**config.mk**
```make
export PLATFORM = sky130hd
export DESIGN_NAME = lbbs_vol_pipe
export DESIGN_NICKNAME = d
export VERILOG_FILES = /design/src/sv/lbbs_pkg.sv /design/src/sv/lbbs_vol_pipe.sv
export SDC_FILE = /design/constraint.sdc
export NUM_CORES = 1
export LEC_CHECK = 0
export BUFFER_PORTS_ARGS = -buffer_cell sky130_fd_sc_hd__buf_2
export CAP_MARGIN = 20
export CORE_MARGIN = 4
export CORE_UTILIZATION = 65
export CTS_CLUSTER_DIAMETER = 120
export DETAILED_ROUTE_END_ITERATION = 8
export PLACE_DENSITY_LB_ADDON = 0.25
export REMOVE_ABC_BUFFERS = 1
export SLEW_MARGIN = 25
export SYNTH_ARGS = -nofsm -noshare
export SYNTH_HDL_FRONTEND = slang
export SYNTH_SLANG_ARGS = --single-unit
```
**constraint.sdc**
```tcl
create_clock -name clk -period 17.6 [get_ports clk]
set_input_delay 3.52 -clock clk [delete_from_list [all_inputs] [get_ports clk]]
set_output_delay 3.52 -clock clk [all_outputs]
set_load 0.02 [all_outputs]
```
**src/sv/lbbs_pkg.sv**
```systemverilog
// lbbs_pkg: shared types and constants for the label bounding box stats unit.
// Request/result payload structs, request codes, field widths, volume pipe tag.
// No dependencies.
`timescale 1ns / 1ps

package lbbs_pkg;

  localparam int LABEL_W = 8;
  localparam int COORD_W = 12;
  localparam int CNT_W   = 37;
  localparam int TOT_W   = 45;

  localparam int LABEL_COUNT_DEF = 256;
  localparam int COORD_BITS_DEF  = 12;

  localparam logic [CNT_W-1:0] CNT_MAX = {CNT_W{1'b1}};
  localparam logic [TOT_W-1:0] TOT_MAX = {TOT_W{1'b1}};

  // request codes
  localparam logic [1:0] REQ_ACC = 2'd0;
  localparam logic [1:0] REQ_CLR = 2'd1;
  localparam logic [1:0] REQ_QRY = 2'd2;
  localparam logic [1:0] REQ_TOT = 2'd3;

  typedef struct packed {
    logic [1:0]         req_type;
    logic [LABEL_W-1:0] voxel_label;
    logic [COORD_W-1:0] pos_x;
    logic [COORD_W-1:0] pos_y;
    logic [COORD_W-1:0] pos_z;
  } req_item_t;

  typedef struct packed {
    logic               present;
    logic [CNT_W-1:0]   voxel_count;
    logic [COORD_W-1:0] box_min_x;
    logic [COORD_W-1:0] box_min_y;
    logic [COORD_W-1:0] box_min_z;
    logic [COORD_W-1:0] box_max_x;
    logic [COORD_W-1:0] box_max_y;
    logic [COORD_W-1:0] box_max_z;
    logic [CNT_W-1:0]   box_volume;
    logic [TOT_W-1:0]   total_volume;
  } res_item_t;

  // control that rides along the box volume pipe
  typedef struct packed {
    logic valid;
    logic last;
    logic qry;
    logic present;
  } vol_tag_t;

endpackage

```
**src/sv/lbbs_vol_pipe.sv**
```systemverilog
// lbbs_vol_pipe: two-stage box volume pipe, (max-min+1) product over x, y, z.
// Saturates to the count width, zero for an absent label. Uses lbbs_pkg.
`timescale 1ns / 1ps

module lbbs_vol_pipe #(
  parameter int CW = lbbs_pkg::COORD_W
) (
  input  logic                       clk,
  input  logic                       rst,
  input  logic                       hold,
  input  lbbs_pkg::vol_tag_t         in_tag,
  input  logic [3*CW-1:0]            in_min,
  input  logic [3*CW-1:0]            in_max,
  output lbbs_pkg::vol_tag_t         out_tag,
  output logic [lbbs_pkg::CNT_W-1:0] out_vol
);

  localparam int XW = CW + 1;
  localparam int QW = 2 * XW;
  localparam int PW = 3 * XW;

  logic [XW-1:0] ext [3];
  lbbs_pkg::vol_tag_t a_tag;
  lbbs_pkg::vol_tag_t b_tag;
  logic [QW-1:0] a_pxy;
  logic [XW-1:0] a_ez;
  logic [PW-1:0] b_prod;

  always_comb begin
    for (int d = 0; d < 3; d++) begin
      ext[d] = XW'(in_max[d*CW +: CW]) - XW'(in_min[d*CW +: CW]) + XW'(1);
    end
  end

  always_ff @(posedge clk) begin
    if (rst) begin
      a_tag <= '0;
      b_tag <= '0;
    end else if (!hold) begin
      a_tag <= in_tag;
      b_tag <= a_tag;
    end
  end

  // stage A: x*y, stage B: times z
  always_ff @(posedge clk) begin
    if (!hold) begin
      a_pxy  <= QW'(ext[0]) * QW'(ext[1]);
      a_ez   <= ext[2];
      b_prod <= PW'(a_pxy) * PW'(a_ez);
    end
  end

  assign out_tag = b_tag;

  always_comb begin
    if (!b_tag.present) begin
      out_vol = '0;
    end else if (64'(b_prod) > 64'(lbbs_pkg::CNT_MAX)) begin
      out_vol = lbbs_pkg::CNT_MAX;
    end else begin
      out_vol = lbbs_pkg::CNT_W'(b_prod);
    end
  end

endmodule

```
# Word level (Yosys, flattened, before mapping)
# Cells that the tools add are included.
# word_totals
rom_bits	0
out_inout_bits	41
word_cells	22
latch_bits	0
ram_bits	0
reg_bits	86
in_bits	79
n_memories	0
# op_classes
n_shift	0
mux	2
multipliers	2
order_cmp	1
bitwise_logic	0
div_mod_pow	0
reduce_logical	0
eq_ne	0
add_sub_neg	6
# op_table
op	n
2-to-1 mux 37 bit	2
adder 13 x 1 -> 13 bit, second input constant	3
greater-than comparator 39 x 37 -> 1 bit, second input constant	1
multiplier 26 x 13 -> 39 bit	1
subtractor 12 x 12 -> 13 bit	3
multiplier 13 x 13 -> 26 bit	1

# Depth between registers and ports, before layout
# depth
word_depth	3
depth_mapped	33
ltp_nobuf	31

# Worst setup path before layout
# OpenSTA, ideal clock, no wires.
# synth_path
path_type	input-to-reg
startpoint	in in_max[1]
endpoint	reg a_pxy[23] (data pin)
setup_slack_ns	7.306
t_required_ns	17.339
n_path_buf	1
path_stages	30
setup_time_ns	0.261
arrival_ns	10.033
cell_sequence	inv_1 -> ha_1 -> inv_1 -> ha_1 -> inv_1 -> fa_1 -> nor2b_1 -> o21ai_0 -> a21boi_0 -> o21ai_0 -> nor2b_1 -> xnor2_1 -> clkbuf_1 -> nand2_1 -> fa_1 -> inv_1 -> fa_1 -> fa_1 -> inv_1 -> fa_1 -> fa_1 -> inv_1 -> ha_1 -> o21a_1 -> o21a_1 -> o22ai_2 -> o21ai_2 -> a221oi_4 -> nor3_1 -> a311o_1
# synth_via
elab_chain_cells	3
# synth_lines
item	line	text
start, declared	lbbs_vol_pipe.sv:13	input logic [3*CW-1:0] in_max,
subtractor 12 x 12 -> 13 bit	lbbs_vol_pipe.sv:31	ext[d] = XW'(in_max[d*CW +: CW]) - XW'(in_min[d*CW +: CW]) + XW'(1);
adder 13 x 1 -> 13 bit	lbbs_vol_pipe.sv:31	
multiplier 13 x 13 -> 26 bit	lbbs_vol_pipe.sv:48	a_pxy <= QW'(ext[0]) * QW'(ext[1]);
end signal, assigned	lbbs_vol_pipe.sv:48	
end, declared	lbbs_vol_pipe.sv:25	logic [QW-1:0] a_pxy;
# Every way passes these cells.
# A chain may end at the register's enable or synchronous reset.

# Final worst setup path
# layout_path
startpoint	in in_min[1]
endpoint	reg a_pxy[19] (data pin)
# layout_via
elab_chain_cells	3
# layout_lines
item	line	text
start, declared	lbbs_vol_pipe.sv:12	input logic [3*CW-1:0] in_min,
subtractor 12 x 12 -> 13 bit	lbbs_vol_pipe.sv:31	
adder 13 x 1 -> 13 bit	lbbs_vol_pipe.sv:31	
multiplier 13 x 13 -> 26 bit	lbbs_vol_pipe.sv:48	
# Every way passes these cells.

==> run summary <==
Outcome: finished, final reports clean
Synthesized instance count: 2320
Crit path kind: in2reg
CP endpoint kind: flop
Clock transition at path regs: 0.07 ns
Antenna violations before repair: 0
Chip Height: 189 um
CTS sink count: 86
Slowest CP cell: xnor2_1
Max-slew violations: 0
M2 GR Usage: 48.1%
Synth Register Bits: 86
Setup bufs post-CTS: 0
Met3 Use GR: 2.96%
Slew margin rel.: 26.1%
Layout cells sized above 1: 7.71%
Fin crit share: 62.2%
Area grow syn2layout: 5.72%
Port-buffer cells: 119
Total track usage: 26.8%
Combinational family with the most area after synthesis: adder cells
First-pass DRT Iterations: 5
Final setup vio count: 0
Vias in the first global route: 17000
Yosys top cell area share: 36.7%
Worst Tran Pin Value: 1.10 ns
Register area share after synthesis: 11.8%
Drt total wl: 46.4 mm
Commonest cells in the netlist: inv_1, fa_1, nand2_1, ha_1, and2_1
Fillers: 2500
First-pass GRT wire length: 78.9 mm
Layout Skew: 0.0104 ns
Nets: 3048
Synth Area in Simple Gates: 15.8%
Unrepaired setup endpoints after global routing: false
Most frequent cell after synthesis: inv_1
Crit Path Max Fanout: 13
Top cell by count, worst path: fa_1
Synth Area in Compound Gates: 8.73%
HP Class: reg2reg
Final Wtd Congestion: 0.899
Crit path largest cell delay: 0.83 ns
Worst path top cell family by delay: adder cells
Critical Path RT: 17.70 ns
Proportion of synthesized area in mux cells: 0.473%
# hold bufs at CTS: 0
Ranking of synthesized cells by area: fa_1, ha_1, edfxtp_1
Max-cap viol count: 0
GRT overflow: 0
Post-route ant nets: 0
XOR/XNOR share of the synthesized area: 3.06%
Synth Area in Adders: 49.9%
Worst setup SP type: primary input
Post-CTS sizing: 0
Detailed placer's ending HPWL: 37.4 mm
YS warnings: 0
Total core area: 31900 um2
Root Buffer: clkbuf_16
FFs w/ async S/R, synth: 0%
DR iter-0 viols: 883
Average size of a mapped cell: 9.13 um2
WP data arrival: 11.05 ns
Deepest clock path buffer count: 2
Cell area after synthesis: 21200 um2
Die area: 35500 um2
Synth Flop Type: edfxtp_1
DRC: 0
Later-pin clock latency in the skew report: 0.36 ns
TritonCTS clock tree: yes
DR vias: 15800
Cell variety after synth: 65
Count of buffer and inverter cells on the critical path: 6
H-tree levels: 3
Tmin final: 10.95 ns
Global Route met1 Usage: 34.1%
Max Clock Freq: 91.3 MHz
N_diodes: 0
Final hold violations: 0
Vias/cell: 5.65
# IOs: 120
Die W: 189 um
Post-synth EDFFs: 78
TritonCTS Buffers: 9
Largest net degree at the start of global routing: 79
Largest area contributor in the netlist: fa_1
Wire per inst: 16.6 um
Setup TNS: 0 ns
Busiest grt layer: met2
Row count: 65
Starting Density: 66.4%
==> path summary, 6_finish.rpt <==
kind,start,to,slack [ns],cells past startpoint
min reg2reg,a_tag[3],out_tag[3],0.50,2
max,in_min[1],a_pxy[19],6.65,29
min,a_tag[3],out_tag[3],0.50,2
max reg2reg,a_ez[7],b_prod[37],11.30,17
==> per-layer routing <==
metal	routed length, um	part of all wire (%)
met5	0	0
met3	3160	6.8
met4	1190	2.6
met1	18300	39
met2	23800	51
==> sequential cells by signal, indices dropped and copies added, names as in the netlist <==
register / cells
out_tag: 4
a_tag: 4
a_pxy: 26
b_prod: 39
a_ez: 13
==> tightest hold or removal path, cell delays in order, from the launching register on <==
cell and delay, ns:
dfxtp_1 0.33, mux2i_1 0.06, nor2_1 0.07
==> per-stage QoR <==
stage | std cells | utilization, % | hold WS, ns | setup slack [ns] | area, um2
global placement | 2774 | 68.9 | 0.470 | 6.53 | 22000
global route | 2797 | 70.2 | 0.530 | 6.16 | 22400
floorplan | 2210 | - | 0.460 | 7.22 | 20800
CTS | 2790 | 69.8 | 0.502 | 6.72 | 22300
finish | 2797 | 70.2 | 0.496 | 6.65 | 22400
detailed placement | 2774 | 68.9 | 0.486 | 6.34 | 22000
==> cell families (layout without fill, tap and decap cells) <==
logic type / Yosys count / after routing
DFF: 86 / 86
AOI/OAI and AO/OA: 266 / 266
muxes: 10 / 10
adders and majority gates: 612 / 612
buffers and inverters: 572 / 614
and+or+nand+nor: 700 / 700
xor gates and xnor gates: 74 / 74
==> cell type report <==
class | count | area [um2] | share of cell area [%]
clock buffers | 9 | 225 | 1.01
clock inverters | 7 | 55.1 | 0.246
inverters | 462 | 1730 | 7.74
multi-input cells | 1662 | 16600 | 73.9
flip-flops and latches | 86 | 2500 | 11.2
well taps | 435 | 544 | 2.43
repair buffers | 136 | 772 | 3.45
==> cells in the final DEF (no fill, tap or decap), types with 26 or more instances in the layout <==
| master | netlist | routed |
|---|---|---|
| ha_1 | 224 | 224 |
| a21oi_1 | 62 | 62 |
| edfxtp_1 | 78 | 78 |
| nand2b_1 | 26 | 26 |
| and2_1 | 180 | 180 |
| a21o_1 | 34 | 34 |
| nand2_1 | 342 | 342 |
| o21a_1 | 50 | 50 |
| buf_2 | 3 | 119 |
| nor2_1 | 63 | 63 |
| inv_1 | 462 | 461 |
| o21ai_0 | 35 | 35 |
| xnor2_1 | 51 | 48 |
| fa_1 | 388 | 388 |
Power is not shown: default switching activity piles up to over one toggle a cycle in this logic, so the estimate is an artifact.
